## src/typesetter_stream_page_splitter_macros.svh

```systemverilog
// Assertion macros shared by the page splitter modules.
`ifndef TYPESETTER_STREAM_PAGE_SPLITTER_MACROS_SVH
`define TYPESETTER_STREAM_PAGE_SPLITTER_MACROS_SVH

// The expression holds at every clock edge outside reset.
`define TSPS_ASSERT_ALWAYS(label, clk, rst_n, expr, msg) \
    label: assert property (@(posedge clk) disable iff (!rst_n) (expr)) else $error(msg);

// The consequent holds in the same cycle as the antecedent.
`define TSPS_ASSERT_IMPL(label, clk, rst_n, ante, cons, msg) \
    label: assert property (@(posedge clk) disable iff (!rst_n) (ante) |-> (cons)) \
        else $error(msg);

// The consequent holds in the cycle after the antecedent.
`define TSPS_ASSERT_NEXT(label, clk, rst_n, ante, cons, msg) \
    label: assert property (@(posedge clk) disable iff (!rst_n) (ante) |=> (cons)) \
        else $error(msg);

`endif

```

## src/tsps_pkg.sv

```systemverilog
// Shared types and constants of the typesetter stream page splitter.
`default_nettype none

package tsps_pkg;

    // Code bytes of the phototypesetter stream.
    localparam logic [7:0] CODE_INIT = 8'h40;
    localparam logic [7:0] CODE_STOP = 8'h49;
    localparam logic [7:0] CODE_FILL = 8'h60;
    localparam logic [7:0] CODE_TAIL = 8'h41;
    localparam logic [7:0] CODE_F    = 8'h66;
    localparam logic [7:0] CODE_ZERO = 8'h00;

    // Trailer run lengths and the argument count after a stop code.
    localparam logic [7:0] FILL_RUN  = 8'd65;
    localparam logic [7:0] TAIL_RUN  = 8'd8;
    localparam logic [7:0] SINGLE    = 8'd1;
    localparam logic [3:0] ARG_COUNT = 4'd8;

    // Configuration register indexes and reset values.
    localparam logic REG_PAGE_LIMIT = 1'b0;
    localparam logic REG_SKIP_INITS = 1'b1;
    localparam logic [15:0] PAGE_LIMIT_RST = 16'd100;
    localparam logic [15:0] SKIP_INITS_RST = 16'd0;

    // One input byte causes at most this many runs.
    localparam int MAX_RUNS = 4;

    typedef enum logic [2:0] {
        PH_NORMAL     = 3'd0,
        PH_AFTER_INIT = 3'd1,
        PH_AFTER_STOP = 3'd2,
        PH_ARGS       = 3'd3,
        PH_DONE       = 3'd4
    } phase_t;

    typedef struct packed {
        logic [7:0] value;
        logic [7:0] rep;
    } run_t;

    typedef struct packed {
        run_t [MAX_RUNS-1:0] runs;
        logic [2:0]          cnt;
    } run_list_t;

endpackage

`default_nettype wire

```

## src/tsps_step.sv

```systemverilog
// Input register, stream state machine and run list builder.
`default_nettype none

`include "typesetter_stream_page_splitter_macros.svh"

module tsps_step (
    input  wire logic                aclk,
    input  wire logic                aresetn,
    input  wire logic                s_valid,
    output logic                     s_ready,
    input  wire logic [7:0]          s_code_byte,
    input  wire logic [15:0]         page_limit,
    input  wire logic [15:0]         skip_inits,
    input  wire logic                list_ready,
    output logic                     list_load,
    output tsps_pkg::run_list_t      list_out
);

    logic                 in_valid_reg;
    logic [7:0]           in_byte_reg;
    tsps_pkg::phase_t     phase_reg, phase_next;
    logic [16:0]          page_reg, page_next;
    logic [15:0]          inits_reg, inits_next;
    logic [3:0]           args_reg, args_next;
    logic                 first_reg, first_next;
    logic [15:0]          inits_inc;
    logic [3:0]           args_dec;
    logic                 sup;
    logic                 sup_after;
    logic                 advance;
    tsps_pkg::run_list_t  list;

    // Append one run to a list.
    function automatic tsps_pkg::run_list_t add_run(
        input tsps_pkg::run_list_t l,
        input logic [7:0]          value,
        input logic [7:0]          rep
    );
        tsps_pkg::run_list_t r;
        r = l;
        r.runs[l.cnt[1:0]].value = value;
        r.runs[l.cnt[1:0]].rep   = rep;
        r.cnt = l.cnt + 3'd1;
        return r;
    endfunction

    // Append the fill, stop and tail runs of a trailer.
    function automatic tsps_pkg::run_list_t add_trailer(input tsps_pkg::run_list_t l);
        tsps_pkg::run_list_t r;
        r = add_run(l, tsps_pkg::CODE_FILL, tsps_pkg::FILL_RUN);
        r = add_run(r, tsps_pkg::CODE_STOP, tsps_pkg::SINGLE);
        r = add_run(r, tsps_pkg::CODE_TAIL, tsps_pkg::TAIL_RUN);
        return r;
    endfunction

    // A held byte moves on when its runs have a place to go.
    assign advance   = in_valid_reg && ((list.cnt == 3'd0) || list_ready);
    assign s_ready   = !in_valid_reg || advance;
    assign list_load = advance && (list.cnt != 3'd0);
    assign list_out  = list;

    // Input register.
    always_ff @(posedge aclk) begin
        if (!aresetn) begin
            in_valid_reg <= 1'b0;
        end else if (s_ready) begin
            in_valid_reg <= s_valid;
        end
        if (s_valid && s_ready) begin
            in_byte_reg <= s_code_byte;
        end
    end

    // Stream state registers, updated when a byte is processed.
    always_ff @(posedge aclk) begin
        if (!aresetn) begin
            phase_reg <= tsps_pkg::PH_NORMAL;
            page_reg  <= '0;
            inits_reg <= '0;
            args_reg  <= '0;
            first_reg <= 1'b1;
        end else if (advance) begin
            phase_reg <= phase_next;
            page_reg  <= page_next;
            inits_reg <= inits_next;
            args_reg  <= args_next;
            first_reg <= first_next;
        end
    end

    // Output is withheld until enough init codes have been seen.
    assign inits_inc = inits_reg + 16'd1;
    assign sup       = (skip_inits != 16'd0) && (inits_reg < skip_inits);
    assign sup_after = (skip_inits != 16'd0) && (inits_inc < skip_inits);
    assign args_dec  = (args_reg != 4'd0) ? args_reg - 4'd1 : 4'd0;

    // Next state and the runs caused by the held byte.
    always_comb begin
        phase_next = phase_reg;
        page_next  = page_reg;
        inits_next = inits_reg;
        args_next  = args_reg;
        first_next = first_reg;
        list       = '0;
        case (phase_reg)
            tsps_pkg::PH_NORMAL: begin
                if (!sup) begin
                    list = add_run(list, in_byte_reg, tsps_pkg::SINGLE);
                end
                if (in_byte_reg == tsps_pkg::CODE_INIT) begin
                    if (page_reg > {1'b0, page_limit}) begin
                        page_next = 17'd1;
                        if (!sup) begin
                            list = add_trailer(list);
                        end
                    end else begin
                        page_next = page_reg + 17'd1;
                    end
                    if (sup) begin
                        inits_next = inits_inc;
                        if (!sup_after) begin
                            list = add_run(list, tsps_pkg::CODE_INIT, tsps_pkg::SINGLE);
                        end
                    end
                    phase_next = tsps_pkg::PH_AFTER_INIT;
                end
            end
            tsps_pkg::PH_AFTER_INIT: begin
                if (in_byte_reg == tsps_pkg::CODE_STOP) begin
                    phase_next = tsps_pkg::PH_AFTER_STOP;
                end else begin
                    if (!sup) begin
                        list = add_run(list, in_byte_reg, tsps_pkg::SINGLE);
                    end
                    phase_next = tsps_pkg::PH_NORMAL;
                end
            end
            tsps_pkg::PH_AFTER_STOP: begin
                if (in_byte_reg == tsps_pkg::CODE_F) begin
                    args_next  = tsps_pkg::ARG_COUNT;
                    phase_next = tsps_pkg::PH_ARGS;
                end else if (in_byte_reg == tsps_pkg::CODE_ZERO) begin
                    if (!sup) begin
                        list = add_trailer(list);
                    end
                    phase_next = tsps_pkg::PH_DONE;
                end else begin
                    if (!sup) begin
                        list = add_run(list, in_byte_reg, tsps_pkg::SINGLE);
                    end
                    phase_next = tsps_pkg::PH_NORMAL;
                end
            end
            tsps_pkg::PH_ARGS: begin
                args_next = args_dec;
                if (args_dec == 4'd0) begin
                    if (first_reg && !sup) begin
                        first_next = 1'b0;
                        list = add_run(list, tsps_pkg::CODE_FILL, tsps_pkg::SINGLE);
                    end
                    phase_next = tsps_pkg::PH_NORMAL;
                end
            end
            tsps_pkg::PH_DONE: begin
                phase_next = tsps_pkg::PH_DONE;
            end
            default: begin
                phase_next = tsps_pkg::PH_DONE;
            end
        endcase
    end

    // An ended stream stays ended.
    `TSPS_ASSERT_NEXT(a_done_sticks, aclk, aresetn, phase_reg == tsps_pkg::PH_DONE, phase_reg == tsps_pkg::PH_DONE, "stream left the ended phase")
    // Argument bytes are only counted while skipping arguments.
    `TSPS_ASSERT_IMPL(a_args_phase, aclk, aresetn, args_reg != 4'd0, phase_reg == tsps_pkg::PH_ARGS, "argument count outside argument phase")
    // No byte causes more runs than the list holds.
    `TSPS_ASSERT_ALWAYS(a_list_size, aclk, aresetn, !in_valid_reg || (list.cnt <= 3'd4), "run list overflow")

endmodule

`default_nettype wire

```

## src/tsps_out.sv

```systemverilog
// Result register that hands out a run list one request at a time.
`default_nettype none

`include "typesetter_stream_page_splitter_macros.svh"

module tsps_out (
    input  wire logic                aclk,
    input  wire logic                aresetn,
    input  wire logic                list_load,
    input  wire tsps_pkg::run_list_t list_in,
    output logic                     list_ready,
    output logic                     m_valid,
    input  wire logic                m_ready,
    output logic [7:0]               m_out_byte,
    output logic [7:0]               m_repeat_res,
    output logic                     m_last
);

    tsps_pkg::run_t [tsps_pkg::MAX_RUNS-1:0] runs_reg;
    logic [2:0] cnt_reg;
    logic [1:0] idx_reg;
    logic       at_last;

    assign at_last      = ({1'b0, idx_reg} == (cnt_reg - 3'd1));
    assign m_valid      = (cnt_reg != 3'd0);
    assign m_out_byte   = runs_reg[idx_reg].value;
    assign m_repeat_res = runs_reg[idx_reg].rep;
    assign m_last       = at_last;

    // A new list may enter when the current one is gone or leaves now.
    assign list_ready = (cnt_reg == 3'd0) || (at_last && m_ready);

    // Run list storage and read position.
    always_ff @(posedge aclk) begin
        if (!aresetn) begin
            cnt_reg <= '0;
            idx_reg <= '0;
        end else if (list_load) begin
            cnt_reg <= list_in.cnt;
            idx_reg <= '0;
        end else if (m_valid && m_ready) begin
            if (at_last) begin
                cnt_reg <= '0;
                idx_reg <= '0;
            end else begin
                idx_reg <= idx_reg + 2'd1;
            end
        end
        if (list_load) begin
            runs_reg <= list_in.runs;
        end
    end

    // The read position never runs past the stored runs.
    `TSPS_ASSERT_IMPL(a_idx_in_range, aclk, aresetn, cnt_reg != 3'd0, {1'b0, idx_reg} < cnt_reg, "read position beyond run list")
    // The list never claims more runs than it stores.
    `TSPS_ASSERT_ALWAYS(a_cnt_bound, aclk, aresetn, cnt_reg <= 3'd4, "run count too large")
    // A list is only loaded when the previous one is done.
    `TSPS_ASSERT_IMPL(a_load_free, aclk, aresetn, list_load, (cnt_reg == 3'd0) || (at_last && m_ready), "run list overwritten")

endmodule

`default_nettype wire

```

## src/typesetter_stream_page_splitter.sv

```systemverilog
// Path: an accepted byte is held in the input register; its runs are then loaded into
// the result register. Throughput: one byte per cycle while each byte makes at most one
// run and m_ready is high; a byte with more runs holds the result register, one run
// per request. A byte that makes no run still passes through the input register.
// Reset: synchronous, active low; clears the stream state and the channels and
// returns page_limit to 100 and skip_inits to 0.
`default_nettype none

module typesetter_stream_page_splitter (
    input  wire logic        aclk,
    input  wire logic        aresetn,
    input  wire logic        psel,
    input  wire logic        penable,
    input  wire logic        pwrite,
    input  wire logic [2:0]  paddr,
    input  wire logic [31:0] pwdata,
    output logic [31:0]      prdata,
    output logic             pready,
    input  wire logic        s_valid,
    output logic             s_ready,
    input  wire logic [7:0]  s_code_byte,
    output logic             m_valid,
    input  wire logic        m_ready,
    output logic [7:0]       m_out_byte,
    output logic [7:0]       m_repeat_res,
    output logic             m_last
);

    logic [15:0]         page_limit_reg;
    logic [15:0]         skip_inits_reg;
    logic                list_ready;
    logic                list_load;
    tsps_pkg::run_list_t list;

    assign pready = 1'b1;

    // Configuration registers.
    always_ff @(posedge aclk) begin
        if (!aresetn) begin
            page_limit_reg <= tsps_pkg::PAGE_LIMIT_RST;
            skip_inits_reg <= tsps_pkg::SKIP_INITS_RST;
        end else if (psel && penable && pwrite) begin
            case (paddr[2])
                tsps_pkg::REG_PAGE_LIMIT: page_limit_reg <= pwdata[15:0];
                tsps_pkg::REG_SKIP_INITS: skip_inits_reg <= pwdata[15:0];
                default: ;
            endcase
        end
    end

    // Register read back.
    always_comb begin
        case (paddr[2])
            tsps_pkg::REG_PAGE_LIMIT: prdata = {16'd0, page_limit_reg};
            tsps_pkg::REG_SKIP_INITS: prdata = {16'd0, skip_inits_reg};
            default:                  prdata = '0;
        endcase
    end

    tsps_step u_step (
        .aclk        (aclk),
        .aresetn     (aresetn),
        .s_valid     (s_valid),
        .s_ready     (s_ready),
        .s_code_byte (s_code_byte),
        .page_limit  (page_limit_reg),
        .skip_inits  (skip_inits_reg),
        .list_ready  (list_ready),
        .list_load   (list_load),
        .list_out    (list)
    );

    tsps_out u_out (
        .aclk         (aclk),
        .aresetn      (aresetn),
        .list_load    (list_load),
        .list_in      (list),
        .list_ready   (list_ready),
        .m_valid      (m_valid),
        .m_ready      (m_ready),
        .m_out_byte   (m_out_byte),
        .m_repeat_res (m_repeat_res),
        .m_last       (m_last)
    );

endmodule

`default_nettype wire
```

## config.mk

```make
export PLATFORM = sky130hd
export DESIGN_NAME = typesetter_stream_page_splitter
export DESIGN_NICKNAME = d
export VERILOG_FILES = /design/src/tsps_pkg.sv /design/src/tsps_step.sv /design/src/tsps_out.sv /design/src/typesetter_stream_page_splitter.sv
export VERILOG_INCLUDE_DIRS = /design/src /design/src/src
export SDC_FILE = /design/constraint.sdc
export NUM_CORES = 1
export LEC_CHECK = 0
export BUFFER_PORTS_ARGS = -buffer_cell sky130_fd_sc_hd__buf_2
export CAP_MARGIN = 10
export CORE_UTILIZATION = 60
export DETAILED_ROUTE_END_ITERATION = 8
export PLACE_DENSITY = 0.94
export SLEW_MARGIN = 20
export SYNTH_ARGS = -nofsm -noshare
export SYNTH_HDL_FRONTEND = slang
export SYNTH_SLANG_ARGS = --single-unit
```

## constraint.sdc

```tcl
create_clock -name aclk -period 10.7 [get_ports aclk]
set_input_delay 0.535 -clock aclk [delete_from_list [all_inputs] [get_ports aclk]]
set_output_delay 0.535 -clock aclk [all_outputs]
set_load 0.02 [all_outputs]
```

### Word-level counts from Yosys, hierarchy flattened

Cells that the tools add are included.

| storage, ports and cells | value |
|---|---|
| register bits after elaboration | 151 |
| bits of input ports | 50 |
| output and inout port bits | 52 |
| logic and storage cells | 149 |

| operators by class | value |
|---|---|
| add/subtract/negate cells | 9 |
| magnitude comparators | 12 |
| eq/ne operators | 10 |
| mux-type cells | 57 |
| bitwise operators | 2 |
| reduce and logical (&&, ||, !) cells | 40 |

Operator list:

| kind | count |
|---|---|
| $mux 67 | 12 |
| $bwmux 64 | 8 |
| $pmux 67 s4 | 1 |
| $demux 16 s2 | 8 |
| $mux 16 | 5 |
| $pmux 32 s2 | 1 |
| $mux 50 | 1 |
| $bmux 16 s2 | 1 |
| $lt 16x16->1 | 2 |
| $mux 8 | 4 |
| $eq 8x7->1 const B | 3 |
| $mux 3 | 7 |
| $mux 19 | 1 |
| $mux 18 | 1 |
| $add 17x1->17 const B | 1 |
| $gt 17x16->1 | 1 |
| $mux 17 | 1 |
| $add 16x1->16 const B | 1 |
| $reduce_bool 16->1 | 1 |
| $lt 2x3->1 const B | 5 |
| $logic_and 1x1->1 | 14 |
| $add 3x1->3 const B | 4 |
| $pmux 3 s4 | 1 |
| $logic_not 3->1 | 3 |
| other kinds (23) | 43 |

### Longest topological paths before layout

Gate-level depths: netlist (run 1).

| logic depth | value |
|---|---|
| depth after elaboration | 34 |
| gate-level depth with buffers | 17 |

### Cells and area by module

Synthesis (run 1) repeated with hierarchy kept, for this count alone.

| second synthesis, totals | value |
|---|---|
| cells, all modules | 812 |
| area, all modules | 8,466.9 µm² |

Modules (own cells, without submodules):

| module | times used | cells each | area an instance (µm²) | seq. area each (µm²) |
|---|---|---|---|---|
| tsps_step | 1 | 530 | 4,266.6 | 1,081.0 |
| tsps_out | 1 | 119 | 2,608.8 | 2,021.9 |
| typesetter_stream_page_splitter | 1 | 163 | 1,591.5 | 640.6 |

### Least setup slack after synthesis (run 1)

OpenSTA, ideal clock, no wires.

| timing path | value |
|---|---|
| kind | reg2reg |
| start point | register u_step.inits_reg[0] |
| end point | register u_step.in_byte_reg[0], enable pin |
| data arrival time | 3,822 ps |
| slack | 6,505 ps |
| stages on the path, launching flop included | 17 |
| cell sequence | dfxtp_1 ha_1 and3_1 and4_1 and3_1 and3_1 and3_1 xor2_1 ha_1 nand4_1 or2_0 o221ai_1 nor3_1 nor2_1 a211oi_1 nor3_1 nor2b_1 |

| between the ends | value |
|---|---|
| elaborated cells on any way between the ends | 32 |
| classes of those cells | 5 x add/sub; 2 x order compare; 16 x mux; 9 x reduce/logical |

RTL lines:

| element | line | source |
|---|---|---|
| start: declaration | tsps_step.sv:23 | `logic [15:0] inits_reg, inits_next;` |
| start signal: assignment | tsps_step.sv:85 | `inits_reg <= inits_next;` |
| $add 16x1->16 | tsps_step.sv:92 | `assign inits_inc = inits_reg + 16'd1;` |
| via u_step.inits_inc[14] | tsps_step.sv:26 | `logic [15:0] inits_inc;` |
| $lt 16x16->1 | tsps_step.sv:94 | `assign sup_after = (skip_inits != 16'd0) && (inits_inc < skip_inits);` |
| $logic_and 1x1->1 | tsps_step.sv:94 |  |
| $mux 67 | tsps_step.sv:121 | `if (!sup_after) begin` |
| $mux 67 | tsps_step.sv:119 | `if (sup) begin` |
| $mux 67 | tsps_step.sv:110 | `if (in_byte_reg == tsps_pkg::CODE_INIT) begin` |
| $pmux 67 s4 | tsps_step.sv:105 | `case (phase_reg)` |
| $logic_not 3->1 | tsps_step.sv:57 | `assign advance = in_valid_reg && ((list.cnt == 3'd0) \|\| list_ready);` |
| $logic_or 1x1->1 | tsps_step.sv:57 |  |
| $logic_and 1x1->1 | tsps_step.sv:57 |  |
| $logic_or 1x1->1 | tsps_step.sv:58 | `assign s_ready = !in_valid_reg \|\| advance;` |
| $logic_and 1x1->1 | tsps_step.sv:69 | `if (s_valid && s_ready) begin` |
| end signal: assignment | tsps_step.sv:70 | `in_byte_reg <= s_code_byte;` |
| end: declaration | tsps_step.sv:20 | `logic [7:0] in_byte_reg;` |

The timed path passes the listed nets, and every way through them passes these cells. The select of a mux whose other input is x is not followed.
A chain may end at the register's enable or synchronous reset.

### Final worst setup path (run 1)

| timing path | value |
|---|---|
| start point | register u_step.inits_reg[2] |
| end point | output s_ready |

| between the ends | value |
|---|---|
| elaborated cells on any way between the ends | 31 |
| classes of those cells | 5 x add/sub; 2 x order compare; 16 x mux; 8 x reduce/logical |

RTL lines:

| element | line | source |
|---|---|---|
| $add 16x1->16 | tsps_step.sv:92 |  |
| via u_step.inits_inc[15] | tsps_step.sv:26 |  |
| $lt 16x16->1 | tsps_step.sv:94 |  |
| $logic_and 1x1->1 | tsps_step.sv:94 |  |
| $mux 67 | tsps_step.sv:121 |  |
| $mux 67 | tsps_step.sv:119 |  |
| $mux 67 | tsps_step.sv:110 |  |
| $pmux 67 s4 | tsps_step.sv:105 |  |
| $logic_not 3->1 | tsps_step.sv:57 |  |
| $logic_or 1x1->1 | tsps_step.sv:57 |  |
| $logic_and 1x1->1 | tsps_step.sv:57 |  |
| $logic_or 1x1->1 | tsps_step.sv:58 |  |
| end: declaration | typesetter_stream_page_splitter.sv:20 | `output logic s_ready,` |

The timed path passes the listed nets, and every way through them passes these cells. The select of a mux whose other input is x is not followed.

==> results_dict.tcl, run 1 <==
set metrics [dict create \
    outcome "finished, final reports clean" \
    final_max_slew_viol_count 0 \
    synth_compound_area_share_pct 14.4 \
    syn_to_final_growth_pct 9.07 \
    finalClockSkew_ns 0.00731 \
    htreeDepth 3 \
    synthAdderAreaFrac_pct 10.4 \
    vias 5362 \
    routed_via_density 5.77 \
    holdPathStages 1 \
    die_area_sq_um 10500 \
    fp.dieW_um 102 \
    first_pass_iters 5 \
    synth_top_family_by_area "simple AND/OR/NAND/NOR gates" \
    worstPathRequired_ns 10.17 \
    hold_path_class "input pin to flip-flop" \
    clock.fmax_mhz 173 \
    synthMuxAreaShare_pct 1.18 \
    ant_nets 0 \
    synth_edf_count 20 \
    drive_above_1_share_pct 11.7 \
    ff2ff_path_depth 14 \
    post_cts_buffers 0 \
    clock-root-buffer "clkbuf_8" \
    gp_congestion 0.904 \
    cts_tree "yes" \
    largest_reg_flops 17 \
    ys_types 62 \
    core_area_sq_um 9770 \
    end_kind "output port" \
    peakVddDrop_uv 70.1 \
    start_util_pct 61.8 \
    wl_mm 13.7 \
    final_cell_mix "121 x nand2_1, 79 x dfxtp_1, 65 x a21oi_1" \
    crit_path_start_kind "flip-flop" \
    worst_pin_slew_ns 1.05 \
    nets 893 \
    grt_pass1_wl_mm 22.7 \
    dr.first_iter.drc_count 373 \
    crit_type "flip-flop to output port" \
    period_needed_ns 5.77 \
    placedCellCount 915 \
    boundaryPins 102 \
    synth-simple-area-share_pct 24.5 \
    fin_cells 930 \
    synthFlopType "dfxtp_1" \
    antenna_cells 0 \
    syn-instance-count 742 \
    num_rows 36 \
    finalHoldViolations 0 \
    overflow 0 \
    pre_cts_slack_ns 5.52 \
    clock_path_buffers 2 \
    synth_warnings 0 \
    total_power_uw 761 \
    crit_fanout 5 \
    ys_seq_area_share_pct 36.1 \
    numCtsBuffers 9 \
    track_usage_pct 27.6 \
    wl_per_cell_um 14.7 \
    cts-resized-gates 0 \
    drc_errors 0 \
    cts.sinks 99 \
    async_reset_ff_share_pct 0 \
    hold_buffers 0 \
    die_height_um 102 \
    relSlewSlack_pct 29.5 \
    syn_area_per_cell_sq_um 8.14 \
    layout_setup_ws_ns 4.93 \
    layout_commonest_cell "nand2_1" \
    netlist_area_sq_um 6040 \
    grt_max_degree 40 \
    rsz0062_at_grt "no" \
    cts.clk_slew.worst_paths_ns 0.09 \
    p_per_area_nw_per_um2 115 \
    portBuffers 61 \
    tns_ns 0 \
    final.period_utilization_pct 53.9 \
    final_util_pct 67.4 \
    clock_latency_ns 0.37 \
    grt_pass1_vias 4866 \
    leakagePower_nw 2.66 \
    worstPathArrival_ns 5.23 \
    ys_seq_elements 99 \
    synth-xor-area-share_pct 6.09 \
    final-setup-viol-count 0 \
    antenna_found_initial 0 \
    max_cap_violations 0 \
    hpwl_mm 10.3 \
]
kinds of logic after synthesis:
family | count (synthesis)
and+or+nand+nor | 303
AOI/OAI and AO/OA | 145
DFF | 99
buffers and inverters | 94
adders and majority gates | 50
xor gates and xnor gates | 42
muxes | 7
other | 2
power breakdown:
group | switching (mW) | leakage, nW | total [mW] | internal [mW]
Combinational | 0.0635 | 1.72 | 0.0940 | 0.0306
Sequential | 0.00694 | 0.827 | 0.399 | 0.392
Clock | 0.123 | 0.109 | 0.269 | 0.145
Total | 0.194 | 2.66 | 0.761 | 0.567
stage by stage:
| stage | cell area (sq um) | hold slack [ns] |
|---|---|---|
| after detailed placement | 6370 | 0.449 |
| final | 6590 | 0.340 |
| after CTS | 6590 | 0.336 |
| after global routing | 6590 | 0.334 |
| after global placement | 6370 | 0.442 |
| after floorplan | 6120 | 0.435 |
final cells by class:
class	instances	area, sq um
multi-input combinational	569	3500
inverter	48	180
clock inverter	2	60.1
sequential	99	2180
timing repair buffer	66	343
clock buffer	13	160
tap	133	166
fill	767	3180
path summary, 6_finish.rpt:
path	slack, ns	from	end
worst max-delay path	4.93	u_step.inits_reg[2]$_SDFFE_PN0P_	s_ready
worst min-delay path	0.34	s_code_byte[3]	u_step.in_byte_reg[3]$_DFFE_PP_
worst max register to register	5.33	u_step.inits_reg[2]$_SDFFE_PN0P_	u_out.runs_reg[12]$_SDFFCE_PN0P_
worst min register to register	0.46	page_limit_reg[1]$_SDFFE_PN0P_	page_limit_reg[1]$_SDFFE_PN0P_
layer usage:
metal	global-route usage, %	vias to the layer above	wire length (um)
met1	36.2	2481	5850
li1	-	2636	-
met3	3.63	34	846
met4	11.8	0	359
met5	0	-	0
met2	45.9	211	6650
worst max-delay path, cell delays in order, from the launching register on:
cell       delay, ns
dfxtp_1         0.43
nand3_1         0.22
nor3_1          0.49
and4_1          0.34
and3_1          0.23
and3_1          0.24
xor2_1          0.10
ha_1            0.31
nand4_1         0.12
or2_0           0.27
a2111oi_0       0.71
nor3_1          0.23
nor2_1          0.26
a211oi_1        0.17
nor3_1          0.51
inv_1           0.07
buf_2           0.17
Yosys cell counts, types with 3 or more instances:
master    instances  area [sq um]
xnor2_1          16           140
ha_1             50           626
nand4_1          14          87.6
clkbuf_1         21          78.8
or3_1             4          25.0
o211ai_1          5          37.5
a211oi_1          3          22.5
inv_1            47           176
edfxtp_1         20           601
nor3_1           18          90.1
buf_4            22           165
o21ai_0          32           160
o21a_1            6          45.0
nand2_1         121           454
xor2_1           26           228
nor3_2            3          30.0
a21o_1            4          30.0
buf_2             3          15.0
nand2b_1          7          43.8
nor2b_1           4          25.0
nor2_1           53           199
and3_1           12          75.1
dfxtp_1          79          1580
nand3_1          18          90.1
nand3b_1          4          30.0
and2_1           16           100
o31ai_1           4          30.0
mux2i_1           6          60.1
nor4_1           13          81.3
a21oi_1          65           325
No activity file was read; power rests on OpenSTA's default activity.
==> run 2: changes to the inputs <==
--- a/config.mk
+++ b/config.mk
@@ -8,9 +8,9 @@
 export LEC_CHECK = 0
 export BUFFER_PORTS_ARGS = -buffer_cell sky130_fd_sc_hd__buf_2
 export CAP_MARGIN = 10
-export CORE_UTILIZATION = 60
+export CORE_UTILIZATION = 52
 export DETAILED_ROUTE_END_ITERATION = 8
-export PLACE_DENSITY = 0.94
+export PLACE_DENSITY = 0.88
 export SLEW_MARGIN = 20
 export SYNTH_ARGS = -nofsm -noshare
 export SYNTH_HDL_FRONTEND = slang
==> constraint.sdc (replaced) <==
create_clock -name aclk -period 5.1 [get_ports aclk]
set_input_delay 0.255 -clock aclk [delete_from_list [all_inputs] [get_ports aclk]]
set_output_delay 0.255 -clock aclk [all_outputs]
set_load 0.02 [all_outputs]
==> results_dict.tcl, run 2 (same netlist as run 1, synthesis figures left out) <==
set metrics [dict create \
    end_kind "output port" \
    boundaryPins 102 \
    power_frac_seq_pct 48.2 \
    num_rows 39 \
    drive_above_1_share_pct 12.8 \
    finalClockSkew_ns 0.00876 \
    hold_path_class "input pin to flip-flop" \
    grt_pass1_wl_mm 22.9 \
    core_area_sq_um 11400 \
    clock.fmax_mhz 207 \
    p_comb_share_pct 11.8 \
    gp_congestion 0.894 \
    cts.clk_slew.worst_paths_ns 0.07 \
    antenna_found_initial 0 \
    vias 5434 \
    path_cells "ha_1, and3_1, and4_1, and3_1, and3_1, and3_1, xor2_1, ha_1, nand4_1, or2_0, a2111oi_0, buf_4, nor3_1, nor2_1, a211oi_2, nor3_2, inv_1, buf_2" \
    post_cts_buffers 0 \
    p_sw_uw 450 \
    crit_type "flip-flop to output port" \
    largest_reg_flops 17 \
    p_per_area_nw_per_um2 258 \
    crit_path_start_kind "flip-flop" \
    critical_path.max_stage_delay_ns 0.41 \
    dpl_cell_area_sq_um 6420 \
    cts.sinks 99 \
    cp_slowest_cell "dfxtp_1" \
    grt_pass1_vias 4980 \
    worstPathArrival_ns 4.57 \
    worst_pin_slew_ns 0.843 \
    overflow 0 \
    clock_path_buffers 2 \
    pre_cts_slack_ns 0.414 \
    clock-root-buffer "clkbuf_16" \
    tns_ns 0 \
    ant_nets 0 \
    drc_errors 0 \
    switching_share_pct 25.9 \
    outcome "finished, final reports clean" \
    antenna_cells 0 \
    hpwl_mm 10.1 \
    max_cap_violations 0 \
    period_needed_ns 4.82 \
    final-setup-viol-count 0 \
    postLayoutCellArea_sq_um 6740 \
    start_util_pct 53.2 \
    final_max_slew_viol_count 0 \
    wl_mm 14.0 \
    finalHoldViolations 0 \
    cts_tree "yes" \
    critPathTopFamily "simple AND/OR/NAND/NOR gates" \
    rsz0062_at_grt "no" \
    grt_max_degree 38 \
    die_height_um 110 \
    portBuffers 61 \
    relSlewSlack_pct 43.5 \
    nets 898 \
    numCtsBuffers 9 \
    htreeDepth 3 \
    final_util_pct 59.2 \
    track_usage_pct 24.3 \
    final.period_utilization_pct 94.6 \
    crit_fanout 5 \
    leakagePower_nw 2.72 \
    wl_per_cell_um 14.7 \
    layout_setup_ws_ns 0.277 \
    syn_to_final_growth_pct 11.4 \
    fill_cells 974 \
    total_power_mw 1.74 \
    dr.first_iter.drc_count 317 \
    fp.dieW_um 110 \
    layout_commonest_cell "nand2_1" \
    worstPathRequired_ns 4.85 \
    die_area_sq_um 12100 \
    path_common_cell "and3_1" \
    first_pass_iters 7 \
    peakVddDrop_uv 186 \
    cp.buffers_inverters 3 \
    internal_power_mw 1.29 \
    clock_latency_ns 0.35 \
    p_clk_share_pct 40.0 \
    final_cell_mix "121 x nand2_1, 79 x dfxtp_1, 65 x a21oi_1" \
    routed_via_density 5.74 \
]
## run 2: cell types whose count changed in the layout (fill, tap and decap cells not counted), sizes merged
| cell | previous run | this run |
|---|---|---|
| bufinv | 2 | 1 |
| buf | 66 | 71 |
| clkinv | 1 | 3 |
| clkbuf | 13 | 11 |
| clkinvlp | 0 | 1 |
| inv | 47 | 48 |
## run 2: layout make-up
class	count	area, sq um	share of cell area, %
inverter	48	180	2.68
sequential	99	2180	32.4
multi-input combinational	569	3510	52.1
timing repair buffer	71	380	5.65
clock buffer	11	243	3.60
tap	143	179	2.66
clock inverter	5	61.3	0.910
## run 2: power groups by stage
stage	clock, mW	sequential (mW)	combinational, mW
finish	0.694	0.837	0.205
global route	0.737	0.839	0.227
CTS	0.705	0.837	0.202
detailed placement	0	0.854	0.199
global placement	0	0.853	0.197
floorplan	0	0.848	0.155
## run 2: worst paths after layout
kind,depth (start not counted),endpoint,slack [ns],start
hold reg to reg,2,page_limit_reg[11]$_SDFFE_PN0P_,0.46,page_limit_reg[11]$_SDFFE_PN0P_
setup / recovery,18,s_ready,0.28,u_step.inits_reg[0]$_SDFFE_PN0P_
hold / removal,1,u_step.in_byte_reg[1]$_DFFE_PP_,0.09,s_code_byte[1]
setup reg to reg,17,u_step.in_byte_reg[1]$_DFFE_PP_,0.38,u_step.inits_reg[0]$_SDFFE_PN0P_
## run 2: metal layers
metal  part of all wire [%]  global-route usage (%)  vias to the layer above
li1                       -                       -                     2653
met1                     43                    30.7                     2493
met2                     47                    39.2                      233
met3                    6.3                    4.39                       55
met4                    3.9                    12.9                        0
met5                      0                       0                        -
## run 2: through the flow
step	cells	hold WS, ns
floorplan	762	0.354
global placement	930	0.433
detailed placement	930	0.434
CTS	946	0.0757
global route	946	0.0792
finish	946	0.0858
## run 2: worst reg2reg max path, stage by stage, from the launching register on
cell and delay, ns:
dfxtp_1 0.41, ha_1 0.23, and3_1 0.24, and4_1 0.28, and3_1 0.23, and3_1 0.25
and3_1 0.22, xor2_1 0.19, ha_1 0.28, nand4_1 0.12, or2_0 0.15, a2111oi_0 0.08
buf_4 0.16, nor3_1 0.26, nor2_1 0.16, a211oi_2 0.41, nor3_2 0.13, nor2b_1 0.55
## run 2: timing repair
item	CTS	global route
endpoints found under the setup margin	0	9
gates resized for setup	0	2
hold buffers	0	0
